[config.mk]
export PLATFORM = sky130hd
export DESIGN_NAME = wvm_fifo
export DESIGN_NICKNAME = d
export VERILOG_FILES = /design/src/design/wvm_pkg.sv /design/src/design/wvm_fifo.sv
export SDC_FILE = /design/constraint.sdc
export NUM_CORES = 1
export LEC_CHECK = 0
export ABC_CLOCK_PERIOD_IN_PS = 7200
export BUFFER_PORTS_ARGS = -buffer_cell sky130_fd_sc_hd__buf_2
export CORE_MARGIN = 10
export CORE_UTILIZATION = 57
export CTS_BUF_LIST = sky130_fd_sc_hd__clkbuf_4 sky130_fd_sc_hd__clkbuf_8 sky130_fd_sc_hd__clkbuf_16
export DETAILED_ROUTE_END_ITERATION = 12
export PLACE_DENSITY = 0.83
export SLEW_MARGIN = 20
export SYNTH_ARGS = -nofsm -noshare
export SYNTH_HDL_FRONTEND = slang
export SYNTH_SLANG_ARGS = --single-unit
[constraint.sdc]
create_clock -name i_clk -period 7.2 [get_ports i_clk]
set_input_delay 0.72 -clock i_clk [delete_from_list [all_inputs] [get_ports i_clk]]
set_output_delay 0.72 -clock i_clk [all_outputs]
set_load 0.02 [all_outputs]
[src/design/wvm_pkg.sv]
`default_nettype none
// ----------------------------------------------------------------------------
// wvm_pkg
// Shared constants, codes and types of the wavetable voice mixer.
// ----------------------------------------------------------------------------
package wvm_pkg;

    // Block configuration
    localparam int NUM_VOICES       = 4;
    localparam int NUM_TRACKS       = 4;
    localparam int NUM_WAVE_SAMPLES = 32;
    localparam int NUM_WAVES        = 16;
    localparam int SAMPLE_RATE      = 44100;

    // Item field widths
    localparam int VOICE_W = 2;
    localparam int TRACK_W = 2;
    localparam int KIND_W  = 3;
    localparam int WAVE_W  = 4;
    localparam int FREQ_W  = 15;
    localparam int AMP_W   = 16;
    localparam int IDX_W   = 5;
    localparam int VAL_W   = 17;
    localparam int SMP_W   = 16;

    // Stream widths
    localparam int S_TDATA_W = 80;
    localparam int S_TUSER_W = 4;
    localparam int M_TDATA_W = 24;

    // Wave table geometry
    localparam int SLOT_W    = $clog2(NUM_WAVE_SAMPLES);
    localparam int SLOT_LSB  = 12;
    localparam int TBL_DEPTH = NUM_WAVES * NUM_WAVE_SAMPLES;
    localparam int TA_W      = $clog2(TBL_DEPTH);
    localparam int WV_W      = TA_W - SLOT_W;

    // Phase counters
    localparam int CTR_DEPTH = NUM_VOICES * NUM_TRACKS;
    localparam int CI_W      = (CTR_DEPTH > 1) ? $clog2(CTR_DEPTH) : 1;
    localparam int PHASE_W   = 32;

    // Phase step: step = (f << STEP_SHIFT) mod 2^32 / SAMPLE_RATE
    localparam int STEP_SHIFT = SLOT_W + SLOT_LSB;
    localparam int F_W        = PHASE_W - STEP_SHIFT;
    localparam longint RECIP_M_L = (longint'(1) << (STEP_SHIFT + F_W)) / SAMPLE_RATE;
    localparam int RM_W       = $clog2(RECIP_M_L + 1);
    localparam logic [RM_W-1:0] RECIP_M = RM_W'(RECIP_M_L);
    localparam int Q_W        = RM_W + 1;
    localparam int SR_W       = $clog2(SAMPLE_RATE + 1);
    localparam int QS_W       = Q_W + SR_W;

    // Frequency modulation: f = (freq * (mix + 2^15)) >> 16
    localparam int FM_SHIFT = 16;
    localparam int FMP_W    = FM_SHIFT + F_W;
    localparam logic [PHASE_W-1:0] FM_BIAS = PHASE_W'(1) << 15;

    // Q15 scaling and datapath widths
    localparam int Q15   = 15;
    localparam int MIX_W = 32;
    localparam int S_W   = VAL_W + AMP_W - Q15 + 1;

    // Command queue
    localparam int FIFO_DEPTH = 4;
    localparam int FP_W       = $clog2(FIFO_DEPTH);

    // Codes
    localparam logic [WAVE_W-1:0] CONST_WAVE = 4'd15;
    localparam logic ACT_LOAD  = 1'b0;
    localparam logic ACT_TRACK = 1'b1;

    typedef enum logic [KIND_W-1:0] {
        KIND_NONE = 3'd0,
        KIND_MOD  = 3'd1,
        KIND_ADD  = 3'd2,
        KIND_REPL = 3'd3,
        KIND_FM   = 3'd4
    } t_kind;

    typedef enum logic [2:0] {
        S_IDLE,
        S_FMUL,
        S_RECIP,
        S_CORR,
        S_STEP,
        S_PHASE,
        S_SCALE,
        S_MIX
    } t_back_state;

    // Classified item as it travels from front to back
    typedef struct packed {
        logic                     is_load;
        logic                     first;
        logic                     last;
        t_kind                    kind;
        logic                     is_const;
        logic                     wave_ok;
        logic                     cvalid;
        logic [CI_W-1:0]          ci;
        logic [VOICE_W-1:0]       voice;
        logic [WV_W-1:0]          wave;
        logic [IDX_W-1:0]         idx;
        logic [FREQ_W-1:0]        freq;
        logic signed [AMP_W-1:0]  amp;
        logic signed [AMP_W-1:0]  bias;
        logic signed [VAL_W-1:0]  value;
    } t_cmd;

endpackage
`default_nettype wire

[src/design/wvm_fifo.sv]
`default_nettype none
// ----------------------------------------------------------------------------
// wvm_fifo
// Short command queue between the front and back parts.
// ----------------------------------------------------------------------------
module wvm_fifo (
    input  wire               i_clk,
    input  wire               i_rst_n,
    input  wire               i_push_valid,
    output logic              o_push_ready,
    input  wire wvm_pkg::t_cmd i_push_data,
    output logic              o_pop_valid,
    input  wire               i_pop_ready,
    output wvm_pkg::t_cmd     o_pop_data
);

    wvm_pkg::t_cmd           r_mem [wvm_pkg::FIFO_DEPTH];
    logic [wvm_pkg::FP_W:0]  r_wr_ptr;
    logic [wvm_pkg::FP_W:0]  r_rd_ptr;
    logic                    w_full;
    logic                    w_empty;
    logic                    w_push;
    logic                    w_pop;

    assign w_empty      = (r_wr_ptr == r_rd_ptr);
    assign w_full       = (r_wr_ptr[wvm_pkg::FP_W-1:0] == r_rd_ptr[wvm_pkg::FP_W-1:0])
                       && (r_wr_ptr[wvm_pkg::FP_W] != r_rd_ptr[wvm_pkg::FP_W]);
    assign o_push_ready = !w_full;
    assign o_pop_valid  = !w_empty;
    assign o_pop_data   = r_mem[r_rd_ptr[wvm_pkg::FP_W-1:0]];
    assign w_push       = i_push_valid && !w_full;
    assign w_pop        = i_pop_ready && !w_empty;

    always_ff @(posedge i_clk) begin
        if (!i_rst_n) begin
            r_wr_ptr <= '0;
            r_rd_ptr <= '0;
        end else begin
            if (w_push) begin
                r_wr_ptr <= r_wr_ptr + 1'b1;
            end
            if (w_pop) begin
                r_rd_ptr <= r_rd_ptr + 1'b1;
            end
        end
    end

    always_ff @(posedge i_clk) begin
        if (w_push) begin
            r_mem[r_wr_ptr[wvm_pkg::FP_W-1:0]] <= i_push_data;
        end
    end

endmodule
`default_nettype wire

Word-level counts from Yosys, hierarchy flattened --
Memories as Yosys holds them, arrays and structs flattened. A register that Yosys moved wholly into a read port is not among the register bits. Index checks and enable logic that the tools add are counted.
Storage, ports and cells: bits in registers 6, memory bits (writable) 352, word-level logic and storage cells 17, memories kept 1
Memories:
- r_mem | words 4, width 88, read ports 1, clocked after memory_dff 1, wr ports 1, RTL line wvm_fifo.sv:17 | wvm_pkg::t_cmd r_mem [wvm_pkg::FIFO_DEPTH];
Operators by class: add/sub/neg operators 2, eq/ne operators 3, multiplexer cells 4, reductions and logical operators 5
Operator list (count):
- $add A3 B1 Y3 const B | 2
- $mux W2 | 2
- $eq A3 B3 Y1 | 1
- $logic_and A1 B1 Y1 | 3
- $eq A2 B2 Y1 | 1
- $logic_not A1 Y1 | 2
- $mux W1 | 2
- $ne A1 B1 Y1 | 1

Logic depth before layout (Yosys ltp) --
depth after elaboration 6, gate-level depth with buffers 5, depth with buffers taken out 4

Least setup slack after synthesis --
OpenSTA, ideal clock, no wires.
kind register -> register, start point register r_wr_ptr[0] (netlist bit), end point memory r_mem[3][0] (netlist bit) (enable), data arrival time 5.095 ns, required time 6.636 ns, path slack 1.541 ns, cell stages (with the launch flop) 4, path buffers 0, clock period less this slack 5.659 ns, cell sequence dfxtp_1 -> xor2_1 -> nor2_1 -> a21oi_1
On the way: longest elaborated chain between the ends 6
RTL lines:
- start, declared | RTL line wvm_fifo.sv:18 | logic [wvm_pkg::FP_W:0] r_wr_ptr;
- start signal, assigned | RTL line wvm_fifo.sv:40 | r_wr_ptr <= r_wr_ptr + 1'b1;
- $eq A2 B2 Y1 | RTL line wvm_fifo.sv:26 | assign w_full = (r_wr_ptr[wvm_pkg::FP_W-1:0] == r_rd_ptr[wvm_pkg::FP_W-1:0])
- $logic_and A1 B1 Y1 | RTL line wvm_fifo.sv:27 | && (r_wr_ptr[wvm_pkg::FP_W] != r_rd_ptr[wvm_pkg::FP_W]);
- $logic_not A1 Y1 | RTL line wvm_fifo.sv:31 | assign w_push = i_push_valid && !w_full;
- $logic_and A1 B1 Y1 | RTL line wvm_fifo.sv:31
- $mux W1 | RTL line wvm_fifo.sv:49 | if (w_push) begin
- $mux W1 (not written as such) | RTL line wvm_fifo.sv:50 | r_mem[r_wr_ptr[wvm_pkg::FP_W-1:0]] <= i_push_data;
- end, declared | RTL line wvm_fifo.sv:17
Parallel ways exist; a longest one is shown, timed or not.

==> impl_metrics.env <==
export IMPL_port_buffers=181
export IMPL_relSlewSlack_pct=33.7
export IMPL_power_leakage_nw=5.32
export IMPL_final_common_cell="edfxtp_1"
export IMPL_ys_warn_count=0
export IMPL_finalWeightedCongestion=0.803
export IMPL_synth_cell_type_count=28
export IMPL_yosysTopAreaCell="edfxtp_1"
export IMPL_cts_sinks=360
export IMPL_min_period_ns=3.34
export IMPL_wl_per_cell_um=23.9
export IMPL_start_util_pct=58.1
export IMPL_layout_drive_gt1_share_pct=44.7
export IMPL_grt_max_degree=79
export IMPL_final_util_pct=69.2
export IMPL_power_mw=6.17
export IMPL_routed_wl_um=25700
export IMPL_stdcell_count=1072
export IMPL_fin_ws_ns=3.86
export IMPL_pre_cts_ws_ns=3.75
export IMPL_vdd_drop_max_mv=0.268
export IMPL_fin_nets=830
export IMPL_ctsHoldBuffers=0
export IMPL_seqPwrFrac_pct=45.2
export IMPL_num_rows=55
export IMPL_status="completed"
export IMPL_fmax_mhz=299
export IMPL_viasPerCell=5.79
export IMPL_p_sw_share_pct=28.0
export IMPL_finalSetupViolCount=0
export IMPL_timing_reg2reg_worst_path_depth=4
export IMPL_p_switching_mw=1.73
export IMPL_clockBufferDepth=3
export IMPL_pwr_share_comb_pct=23.7
export IMPL_crit_type="reg2out"
export IMPL_yosysSeqAreaShare_pct=81.1
export IMPL_drt_iter0_drc=622
export IMPL_grt_pass1_wl_um=39100
export IMPL_critPathArrivalTime_ns=2.62
export IMPL_ios=182
export IMPL_finalInstanceArea_um2=15800
export IMPL_clk_insertion_delay_late_ns=0.50
export IMPL_hold_slack_ns=0.430
export IMPL_syn2layout_area_growth_pct=19.1
export IMPL_cts_tree="done"
export IMPL_dp_cells=1006
export IMPL_hold_class="in2reg"
export IMPL_syn_instance_count=528
export IMPL_crit_fanout=37
export IMPL_vias=6207
export IMPL_final_setup_skew_ns=0.0145
export IMPL_yosys_top_cells_area="edfxtp_1 (80%), mux4_2 (15%), dfxtp_1 (1.2%), ha_1 (0.47%), buf_2 (0.42%)"
export IMPL_die_area_um2=29700
export IMPL_dpl_instance_area_um2=14500
export IMPL_syn_num_nets=625
export IMPL_p_clk_share_pct=31.1
export IMPL_start_kind="flip-flop"
export IMPL_cts_htree_levels=2
export IMPL_core_area_um2=22800
export IMPL_mostFrequentLayoutCells="edfxtp_1 (352), buf_2 (181), mux4_2 (88)"
export IMPL_rsz0062_at_grt="no"
export IMPL_synth_top_area_share_pct=79.8
export IMPL_cp_data_required_time_ns=6.48
export IMPL_fin_crit_sh_pct=46.4
export IMPL_ys_seq_elements=360
export IMPL_die_h_um=172
export IMPL_die_w_um=172
export IMPL_worst_slew_pin_slew_ns=0.994
export IMPL_cts_resized=0
export IMPL_avgSynthCellArea_um2=25.1
export IMPL_synth_area_um2=13200
export IMPL_power_internal_mw=4.44
export IMPL_remaining_drc_errors=0
export IMPL_path_clk_slew_ns=0.06
export IMPL_cts_setup_buffers=0
export IMPL_fin_tns_setup_ns=0
export IMPL_cts_made_buffers=36
export IMPL_drv_cap=0
export IMPL_cp_end_kind="output pin"
export IMPL_firstDrtPassIters=5
export IMPL_powerDensity_nw_per_um2=391
export IMPL_dp_hpwl_um=15600
export IMPL_slew_violations=0
export IMPL_whs_path_depth=1
export IMPL_grt_overflow=0
export IMPL_hold_viol=0
export IMPL_grt_pass1_vias=6772
export IMPL_final_antenna_net_count=0
export IMPL_grtUsageTotal_pct=17.5
export IMPL_cts_root_buf="clkbuf_16"
export IMPL_antenna_found_initial=6
-- critical path, stage by stage (launching register included) --
cell and delay, ns:
dfxtp_4 0.63, buf_4 0.67, mux4_2 0.61, buf_2 0.18
-- Yosys cell counts --
library cell  number
inv_1              5
a31oi_1            2
xor2_1             3
and2_1             4
mux4_2            88
a211oi_1           1
o31a_1             1
dfxtp_1            8
nand3_1            3
edfxtp_1         352
nand2_1            5
buf_2             11
o21ai_0            4
nand4_1            2
buf_6              4
a211o_1            4
clkbuf_1           6
nor3_1             2
ha_1               5
xnor2_1            3
nor2_1             1
o211ai_1           2
nand3b_1           4
a21oi_1            3
and3_2             1
or4_1              1
a41oi_1            2
clkbuf_4           1
-- flip-flops by register name (all words and copies together) (netlist names), named ones only --
name,cells
r_rd_ptr,3
r_wr_ptr,3
r_mem,352
-- final cells by class --
class / count / area [um2]
Antenna cell: 1 / 2.50
Clock buffer: 42 / 963
Clock inverter: 21 / 270
Fill cell: 1383 / 7010
Inverter: 5 / 18.8
Multi-Input combinational cell: 141 / 2380
Sequential cell: 360 / 10700
Tap cell: 313 / 392
Timing Repair Buffer: 189 / 1000
-- logic make-up after synthesis --
family	share of synthesized area [%]
compound gates	0.992
simple gates	0.983
mux	15.0
fa+ha+maj	0.473
flops	81.1
buf+inv	1.12
xor+xnor	0.397
-- power by group through the flow --
stage	Sequential [mW]	Combinational [mW]	Clock, mW
after floorplan	2.78	1.03	0
after global placement	2.84	1.40	0
after detailed placement	2.87	1.43	0
after CTS	2.83	1.44	1.96
after global routing	2.82	1.57	2.05
final	2.79	1.46	1.92
-- layer usage --
metal / vias to the layer above / GRT usage, % / routed length (um)
met3: 48 / 5.38 / 2220
met1: 3210 / 22.5 / 9780
met4: 8 / 4.99 / 517
met5: - / 0 / 55
met2: 260 / 28.4 / 13100
li1: 2681 / - / -
-- worst paths after layout --
kind | slack, ns | to | start
max | 3.86 | o_pop_data[34] | flip-flop
min | 0.43 | r_mem[3][40]$_DFFE_PP_ | i_push_data[40]
max reg2reg | 4.11 | r_mem[3][20]$_DFFE_PP_ | r_wr_ptr[0]$_SDFFE_PN0P_
min reg2reg | 0.56 | r_wr_ptr[2]$_SDFFE_PN0P_ | r_wr_ptr[2]$_SDFFE_PN0P_
(Power assumes the default switching activity.)
