--- config.mk ---
export PLATFORM = sky130hd
export DESIGN_NAME = wvm_front
export DESIGN_NICKNAME = d
export VERILOG_FILES = /design/src/design/wvm_pkg.sv /design/src/design/wvm_front.sv
export SDC_FILE = /design/constraint.sdc
export NUM_CORES = 1
export LEC_CHECK = 0
export ABC_AREA = 1
export ABC_CLOCK_PERIOD_IN_PS = 10920
export BUFFER_PORTS_ARGS = -buffer_cell sky130_fd_sc_hd__buf_2
export CORE_ASPECT_RATIO = 0.6
export CORE_MARGIN = 5
export CORE_UTILIZATION = 46
export CTS_BUF_LIST = sky130_fd_sc_hd__clkbuf_4
export CTS_CLUSTER_SIZE = 28
export DETAILED_ROUTE_END_ITERATION = 7
export PLACE_DENSITY = 0.89
export SLEW_MARGIN = 20
export SYNTH_ARGS = -nofsm -noshare
export SYNTH_HDL_FRONTEND = slang
export SYNTH_SLANG_ARGS = --single-unit
--- constraint.sdc ---
create_clock -name i_clk -period 10.92 [get_ports i_clk]
set_clock_uncertainty 0.15 [all_clocks]
set_input_delay 0.546 -clock i_clk [delete_from_list [all_inputs] [get_ports i_clk]]
set_output_delay 0.546 -clock i_clk [all_outputs]
set_load 0.02 [all_outputs]
--- src/design/wvm_pkg.sv ---
`default_nettype none
// ----------------------------------------------------------------------------
// wvm_pkg
// Shared constants, codes and types of the wavetable voice mixer.
// ----------------------------------------------------------------------------
package wvm_pkg;

    // Block configuration
    localparam int NUM_VOICES       = 4;
    localparam int NUM_TRACKS       = 4;
    localparam int NUM_WAVE_SAMPLES = 32;
    localparam int NUM_WAVES        = 16;
    localparam int SAMPLE_RATE      = 44100;

    // Item field widths
    localparam int VOICE_W = 2;
    localparam int TRACK_W = 2;
    localparam int KIND_W  = 3;
    localparam int WAVE_W  = 4;
    localparam int FREQ_W  = 15;
    localparam int AMP_W   = 16;
    localparam int IDX_W   = 5;
    localparam int VAL_W   = 17;
    localparam int SMP_W   = 16;

    // Stream widths
    localparam int S_TDATA_W = 80;
    localparam int S_TUSER_W = 4;
    localparam int M_TDATA_W = 24;

    // Wave table geometry
    localparam int SLOT_W    = $clog2(NUM_WAVE_SAMPLES);
    localparam int SLOT_LSB  = 12;
    localparam int TBL_DEPTH = NUM_WAVES * NUM_WAVE_SAMPLES;
    localparam int TA_W      = $clog2(TBL_DEPTH);
    localparam int WV_W      = TA_W - SLOT_W;

    // Phase counters
    localparam int CTR_DEPTH = NUM_VOICES * NUM_TRACKS;
    localparam int CI_W      = (CTR_DEPTH > 1) ? $clog2(CTR_DEPTH) : 1;
    localparam int PHASE_W   = 32;

    // Phase step: step = (f << STEP_SHIFT) mod 2^32 / SAMPLE_RATE
    localparam int STEP_SHIFT = SLOT_W + SLOT_LSB;
    localparam int F_W        = PHASE_W - STEP_SHIFT;
    localparam longint RECIP_M_L = (longint'(1) << (STEP_SHIFT + F_W)) / SAMPLE_RATE;
    localparam int RM_W       = $clog2(RECIP_M_L + 1);
    localparam logic [RM_W-1:0] RECIP_M = RM_W'(RECIP_M_L);
    localparam int Q_W        = RM_W + 1;
    localparam int SR_W       = $clog2(SAMPLE_RATE + 1);
    localparam int QS_W       = Q_W + SR_W;

    // Frequency modulation: f = (freq * (mix + 2^15)) >> 16
    localparam int FM_SHIFT = 16;
    localparam int FMP_W    = FM_SHIFT + F_W;
    localparam logic [PHASE_W-1:0] FM_BIAS = PHASE_W'(1) << 15;

    // Q15 scaling and datapath widths
    localparam int Q15   = 15;
    localparam int MIX_W = 32;
    localparam int S_W   = VAL_W + AMP_W - Q15 + 1;

    // Command queue
    localparam int FIFO_DEPTH = 4;
    localparam int FP_W       = $clog2(FIFO_DEPTH);

    // Codes
    localparam logic [WAVE_W-1:0] CONST_WAVE = 4'd15;
    localparam logic ACT_LOAD  = 1'b0;
    localparam logic ACT_TRACK = 1'b1;

    typedef enum logic [KIND_W-1:0] {
        KIND_NONE = 3'd0,
        KIND_MOD  = 3'd1,
        KIND_ADD  = 3'd2,
        KIND_REPL = 3'd3,
        KIND_FM   = 3'd4
    } t_kind;

    typedef enum logic [2:0] {
        S_IDLE,
        S_FMUL,
        S_RECIP,
        S_CORR,
        S_STEP,
        S_PHASE,
        S_SCALE,
        S_MIX
    } t_back_state;

    // Classified item as it travels from front to back
    typedef struct packed {
        logic                     is_load;
        logic                     first;
        logic                     last;
        t_kind                    kind;
        logic                     is_const;
        logic                     wave_ok;
        logic                     cvalid;
        logic [CI_W-1:0]          ci;
        logic [VOICE_W-1:0]       voice;
        logic [WV_W-1:0]          wave;
        logic [IDX_W-1:0]         idx;
        logic [FREQ_W-1:0]        freq;
        logic signed [AMP_W-1:0]  amp;
        logic signed [AMP_W-1:0]  bias;
        logic signed [VAL_W-1:0]  value;
    } t_cmd;

endpackage
`default_nettype wire

--- src/design/wvm_front.sv ---
`default_nettype none
// ----------------------------------------------------------------------------
// wvm_front
// Input stage: accept items, decode them into commands and hold one for the queue.
// ----------------------------------------------------------------------------
module wvm_front (
    input  wire                              i_clk,
    input  wire                              i_rst_n,
    input  wire                              i_s_tvalid,
    output logic                             o_s_tready,
    input  wire [wvm_pkg::S_TDATA_W-1:0]     i_s_tdata,
    input  wire                              i_s_tlast,
    input  wire [wvm_pkg::S_TUSER_W-1:0]     i_s_tuser,
    output logic                             o_cmd_valid,
    input  wire                              i_cmd_ready,
    output wvm_pkg::t_cmd                    o_cmd
);

    localparam int VOICE_LSB = 0;
    localparam int TRACK_LSB = VOICE_LSB + wvm_pkg::VOICE_W;
    localparam int FIRST_LSB = TRACK_LSB + wvm_pkg::TRACK_W;
    localparam int WAVE_LSB  = FIRST_LSB + 1;
    localparam int FREQ_LSB  = WAVE_LSB + wvm_pkg::WAVE_W;
    localparam int AMP_LSB   = FREQ_LSB + wvm_pkg::FREQ_W;
    localparam int BIAS_LSB  = AMP_LSB + wvm_pkg::AMP_W;
    localparam int IDX_LSB   = BIAS_LSB + wvm_pkg::AMP_W;
    localparam int VAL_LSB   = IDX_LSB + wvm_pkg::IDX_W;

    logic                          r_valid;
    wvm_pkg::t_cmd                 r_cmd;
    wvm_pkg::t_cmd                 w_cmd;
    logic [wvm_pkg::VOICE_W-1:0]   w_voice;
    logic [wvm_pkg::TRACK_W-1:0]   w_track;
    logic [wvm_pkg::WAVE_W-1:0]    w_wave;
    logic                          w_take;

    assign o_s_tready  = !r_valid || i_cmd_ready;
    assign w_take      = i_s_tvalid && o_s_tready;
    assign o_cmd_valid = r_valid;
    assign o_cmd       = r_cmd;

    always_comb begin
        w_voice = i_s_tdata[VOICE_LSB +: wvm_pkg::VOICE_W];
        w_track = i_s_tdata[TRACK_LSB +: wvm_pkg::TRACK_W];
        w_wave  = i_s_tdata[WAVE_LSB +: wvm_pkg::WAVE_W];

        w_cmd.is_load  = (i_s_tuser[0] == wvm_pkg::ACT_LOAD);
        w_cmd.kind     = wvm_pkg::t_kind'(i_s_tuser[1 +: wvm_pkg::KIND_W]);
        w_cmd.first    = i_s_tdata[FIRST_LSB];
        w_cmd.last     = i_s_tlast;
        w_cmd.is_const = (w_wave == wvm_pkg::CONST_WAVE);
        w_cmd.wave_ok  = (32'(w_wave) < wvm_pkg::NUM_WAVES);
        // counters exist only for voices and tracks inside the configuration
        w_cmd.cvalid   = (32'(w_voice) < wvm_pkg::NUM_VOICES)
                      && (32'(w_track) < wvm_pkg::NUM_TRACKS);
        w_cmd.ci       = wvm_pkg::CI_W'(8'(w_voice) * 8'(wvm_pkg::NUM_TRACKS) + 8'(w_track));
        w_cmd.voice    = w_voice;
        w_cmd.wave     = wvm_pkg::WV_W'(w_wave);
        w_cmd.idx      = i_s_tdata[IDX_LSB +: wvm_pkg::IDX_W];
        w_cmd.freq     = i_s_tdata[FREQ_LSB +: wvm_pkg::FREQ_W];
        w_cmd.amp      = i_s_tdata[AMP_LSB +: wvm_pkg::AMP_W];
        w_cmd.bias     = i_s_tdata[BIAS_LSB +: wvm_pkg::AMP_W];
        w_cmd.value    = i_s_tdata[VAL_LSB +: wvm_pkg::VAL_W];
    end

    always_ff @(posedge i_clk) begin
        if (!i_rst_n) begin
            r_valid <= 1'b0;
        end else if (w_take) begin
            r_valid <= 1'b1;
        end else if (i_cmd_ready) begin
            r_valid <= 1'b0;
        end
    end

    always_ff @(posedge i_clk) begin
        if (w_take) begin
            r_cmd <= w_cmd;
        end
    end

endmodule
`default_nettype wire

# --- After elaboration in Yosys (flattened, before gate mapping) ---
# Cells that the tools add are included.
totals:
  register_bits: 87
  latchBits: 0
  ram_bits: 0
  romBits: 0
  input_bits: 89
  out_inout_bits: 90
  elab_cells: 23
  mem_count: 0
classes:
  add_sub_neg: 1
  mul: 0
  n_div: 0
  n_lt_le_gt_ge: 0
  eq_ne: 1
  n_shift: 0
  mux: 2
  bitwise: 1
  reduce_logical: 4
op_table:
  columns: ["op", "n"]
  rows:
  - ["adder 4 x 2 -> 4 bit", 1]
  - ["equality test 4 bit, second input constant", 1]
  - ["two-way mux 1 bit", 2]
  - ["nonzero test 2 bit", 1]
  - ["logical AND 1 bit", 1]
  - ["logical NOT 1 bit", 1]
  - ["logical OR 1 bit", 1]
  - ["NOT 1 bit", 1]

# --- Longest topological paths before layout ---
depth:
  word_depth: 4
  ltp_mapped: 3

# --- Worst setup path after synthesis ---
# No wires, ideal clock.
synth_timing:
  kind: "input -> register"
  from: "input port i_s_tvalid"
  to: "register r_cmd (netlist bit o_cmd[0]) (enable)"
  arrival_ns: 4.666
  required_ns: 10.216
  path_slack_ns: 5.550
  cell_stages: 2
  n_path_buf: 0
  cell_sequence: "inv_1 a21oi_1"
synth_via:
  elab_chain_len: 1
synth_rtl:
  columns: ["item", "line", "source"]
  rows:
  - ["start: declaration", "wvm_front.sv:9", "input wire i_s_tvalid,"]
  - ["logical AND 1 bit", "wvm_front.sv:38", "assign w_take = i_s_tvalid && o_s_tready;"]
  - ["named net w_take", "wvm_front.sv:35", "logic w_take;"]
  - ["end signal: assignment", "wvm_front.sv:78", "r_cmd <= w_cmd;"]
  - ["end: declaration", "wvm_front.sv:30", "wvm_pkg::t_cmd r_cmd;"]
# The timed path passes the listed nets, and every way through them passes these cells.
# A chain may end at the register's enable or synchronous reset.

# --- Worst setup path after layout ---
layout_timing:
  from: "register r_valid (netlist: o_cmd_valid)"
  to: "register r_cmd (netlist bit o_cmd[19]) (enable)"
layout_via:
  elab_chain_len: 3
layout_rtl:
  columns: ["item", "line", "source"]
  rows:
  - ["start: declaration", "wvm_front.sv:29", "logic r_valid;"]
  - ["start signal: assignment", "wvm_front.sv:68", "r_valid <= 1'b0;"]
  - ["start signal: assignment", "wvm_front.sv:70", "r_valid <= 1'b1;"]
  - ["start signal: assignment", "wvm_front.sv:72", "r_valid <= 1'b0;"]
  - ["logical NOT 1 bit", "wvm_front.sv:37", "assign o_s_tready = !r_valid || i_cmd_ready;"]
  - ["logical OR 1 bit", "wvm_front.sv:37", null]
  - ["logical AND 1 bit", "wvm_front.sv:38", null]
  - ["named net w_take", "wvm_front.sv:35", null]
# The timed path passes the listed nets, and every way through them passes these cells.

==> impl.org <==
** Setup path
- Data arrival, critical path :: between 1.5 and 2 ns
- Startpoint types :: flip-flop
- Number of cells on the worst reg-to-reg path :: 2
- Kind of critical path :: reg -> reg
- Library cell contributing the largest single delay on the critical path :: buf_4
- Startpoint of the worst-slack reg-to-reg timing path :: o_cmd_valid
- In this run the worst path has a maximum fanout of 84.
- Bufs and invs on worst path :: 1
- Tracing the worst setup path back leads to its startpoint at o_cmd_valid.
- Nature of the critical path endpoint :: flip-flop
- In this design, the stage delay of the slowest critical-path cell is ~0.77 ns.
- Data on the critical path is required at its endpoint by between 10 and 15 ns.
- Top Family by Delay on Critical Path :: buffers and inverters
- Register-to-Register Setup Slack :: approximately 9.0 ns
- The endpoint identified for the worst register-to-register timing path is o_cmd[19].
- Walking the worst path, the cells encountered are a21oi_4 > buf_4.

** Layout
- The filler cells instantiated in the layout total 395.
- With fillers left out, the area of the finished cells amounts to 3770 um^2.
- Leaving out filler cells and counting taps, the final layout contains 368.
- In the final design database the tool counted ~370 nets.
- Layout cells sized above 1 :: between 60% and 70%
- The repair_antennas step left the layout with diodes totalling 0.
- Compared with the post-synthesis result, the final layout area differs by 43.8%.

** Timing
- The final max-slew violation count is 0.
- Count of endpoints failing setup in the final report :: 0
- The worst path needs about 1.9 ns of the cycle, external delays included.
- The number of hold-slack violations in the final timing report came to 0.
- Headroom to the max-slew limit came out at 31.9%.
- At the pin with the least slew margin, the transition time is about 1 ns.
- Based on the critical path, the design can be clocked at up to ~530 MHz.
- Adding up every negative setup slack in the final design gives 0 ns.
- Setup repair after global routing left no endpoint under its margin.
- Final worst-path cycle share :: 17.2%

** Global route
- Antenna violations before repair :: 0
- Maximum number of pins on one net before global-route repair :: 85
- The number of global-route vias before repair is between 1,500 and 2,000.
- For this run, the total global-route usage over all layers was measured as between 10% and 20%.
- Global routing finished with a remaining overflow of 0.
- Wire length of the first global-routing pass :: ~8300 um

** Drt
- Avg WL per Cell :: between 15 and 20 um
- The first detailed-routing pass took 4 iterations.
- After detailed routing, the number of remaining DRC violations is 0.
- Post-detailed-route count of antenna-violating nets :: 0
- Routed Wire Length :: roughly 6000 um
- In this run, the number of DRC markers left after iteration 0 of detailed routing was between 60 and 70.
- Detailed routing inserted a total of approximately 1,600 vias.
- Via-per-instance ratio :: between 4 and 5

** Min path
- Along the worst hold path, the cell count comes to 1.
- The worst hold path terminates at o_cmd[68].
- The startpoint identified for the worst hold timing path is i_s_tdata[60].
- Classification of the worst-slack hold path :: in -> reg

** Power and ir drop
- IR analysis of the VDD net gives a maximum drop of approximately 0.094 mV.
- Final Total Pwr :: approximately 0.67 mW
- In this run, the clock network consumes between 30% and 40% of the power.
- Registers are responsible for 57.6% of the overall power.
- Dividing total power by cell area gives a power density of approximately 180 nW/um^2.
- Switching pwr :: between 0.1 and 0.15 mW
- In this run the static leakage power is 1.65 nW.
- Combinational logic burns about 10% of the power.
- Net switching fraction of the power :: between 20% and 30%
- The internal portion of the total power is 0.523 mW.

** Floorplan
- I/O pin cnt :: 179
- Core box area :: between 5000 and 6000 um^2
- The floorplan step defined a die boundary enclosing around 7400 um^2.
- Measured along the x axis, the die boundary spans between 100 and 150 um.
- Effective utilization at floorplan :: between 40% and 50%
- The floorplan step set the die height to between 60 and 70 um.
- The initialized floorplan defines 21 standard-cell rows.

** CTS
- Worst-skew pair later-pin latency :: around 0.40 ns
- Clock transition at the registers of the reported paths :: between 0.1 and 0.15 ns
- CTS tree :: yes
- Clock net sink count :: 85
- Inserted Clock Buffers :: 9
- Level count of the clock H-tree :: 3
- No sink is reached through more buffers than the 2 on the longest clock path.
- Post-CTS resize count :: 0
- CTS root buffer :: clkbuf_4
- Hold_buf cts :: 0
- Post-CTS setup-driven buffer insertion count :: 0

** Job
- The tool flagged a number of max-cap violations equal to 0.

** Status
- Run status :: completed

** Placed design
- Once placement completed, the tool counted placed cells totaling 352.
- Routability-driven placement finished with a final weighted congestion of 0.686.
- I/O Buffers :: ~170
- Summing all placed instances gives a cell area of around 3600 um^2.

** Yosys
- Cells after Synth :: 100
- For this run, the register share of the synthesized area comes to between 90 and 100%.
- A synthesized cell averages around 26 um^2.
- The cell area that synthesis handed to floorplanning was roughly 2600 um^2.
- Yosys printed 0 warnings.
- In this run the biggest area consumer among cell types represents between 90% and 100% of the synthesized area.
- After synthesis, the cell types taking the most area are edfxtp_1 96%, buf_4 1.1%, dfxtp_1 0.76%, inv_1 0.43%, a21oi_2 0.33%.
- The biggest area contributor in the post-synthesis netlist is edfxtp_1.
- Counting flops and latches in the post-synthesis netlist gives 85.
- Count of cell types in the netlist :: 11
## stage by stage
stage,util [%],worst slack (ns),hold WS (ns)
6_report,68.0,9.04,0.151
5_1_grt,68.0,8.95,0.0836
4_1_cts,68.0,9.04,0.110
3_5_place_dp,64.7,8.74,0.375
3_3_place_gp,64.7,8.80,0.367
2_1_floorplan,-,5.55,0.494
## state kept, by name, summed over array words and instances, names as in the netlist
register     cells
o_cmd           84
o_cmd_valid      1
## worst max path at each step
stage / to / slack (ns) / depth (start not counted)
after floorplan: o_cmd[0] / 5.55 / 2
after global placement: o_cmd[5] / 8.80 / 4
after detailed placement: o_cmd[16] / 8.74 / 4
after CTS: o_cmd[7] / 9.04 / 2
after global routing: o_cmd[57] / 8.95 / 2
final: o_cmd[19] / 9.04 / 2
## worst register-to-register path, cell delays in order (launching register included)
cell and delay, ns:
dfxtp_1 0.37, a21oi_4 0.15, buf_4 0.77
## synthesized netlist by cell type, drive strengths merged
cell	instances
edfxtp	84
buf	4
inv	4
nand2	3
conb	1
dfxtp	1
nor2	1
a21oi	2
## final cells by class
class / instances / area [um^2] / share of cell area [%]
Clock inverter: 6 / 111 / 2.95
Sequential cell: 85 / 2540 / 67.4
Multi-Input combinational cell: 8 / 50.0 / 1.33
Tap cell: 80 / 100 / 2.65
Timing Repair Buffer: 175 / 878 / 23.3
Inverter: 4 / 15.0 / 0.398
Clock buffer: 10 / 75.1 / 1.99
## cell usage in the layout, fill, tap and decap left out, drive strengths merged
cell,netlist,layout
buf,4,175
edfxtp,84,84
clkbuf,0,10
inv,4,4
bufinv,0,3
nand2,3,3
clkinv,0,3
conb,1,2
a21oi,2,2
nor2,1,1
dfxtp,1,1
## cells by family after synthesis
family	Yosys count	share of synthesized area [%]
DFF	85	96.9
AOI/OAI and AO/OA	2	0.525
other	1	0.143
and+or+nand+nor	4	0.668
buffers and inverters	8	1.72
## layer usage
| metal | track usage [%] | vias to the layer above | share of wire (%) |
|---|---|---|---|
| met2 | 27.6 | 106 | 51 |
| met4 | 5.67 | 0 | 0.69 |
| met3 | 11.9 | 6 | 17 |
| li1 | - | 749 | - |
| met1 | 15.2 | 746 | 31 |
| met5 | 0 | - | 0 |
## power groups by stage
stage	logic [mW]	clock network [mW]	registers [mW]
after floorplan	0.00907	0	0.421
final	0.0683	0.216	0.386
after CTS	0.0696	0.223	0.386
after global placement	0.0676	0	0.392
after global routing	0.0731	0.239	0.388
after detailed placement	0.0694	0	0.394
No activity file was read; power rests on OpenSTA's default activity.
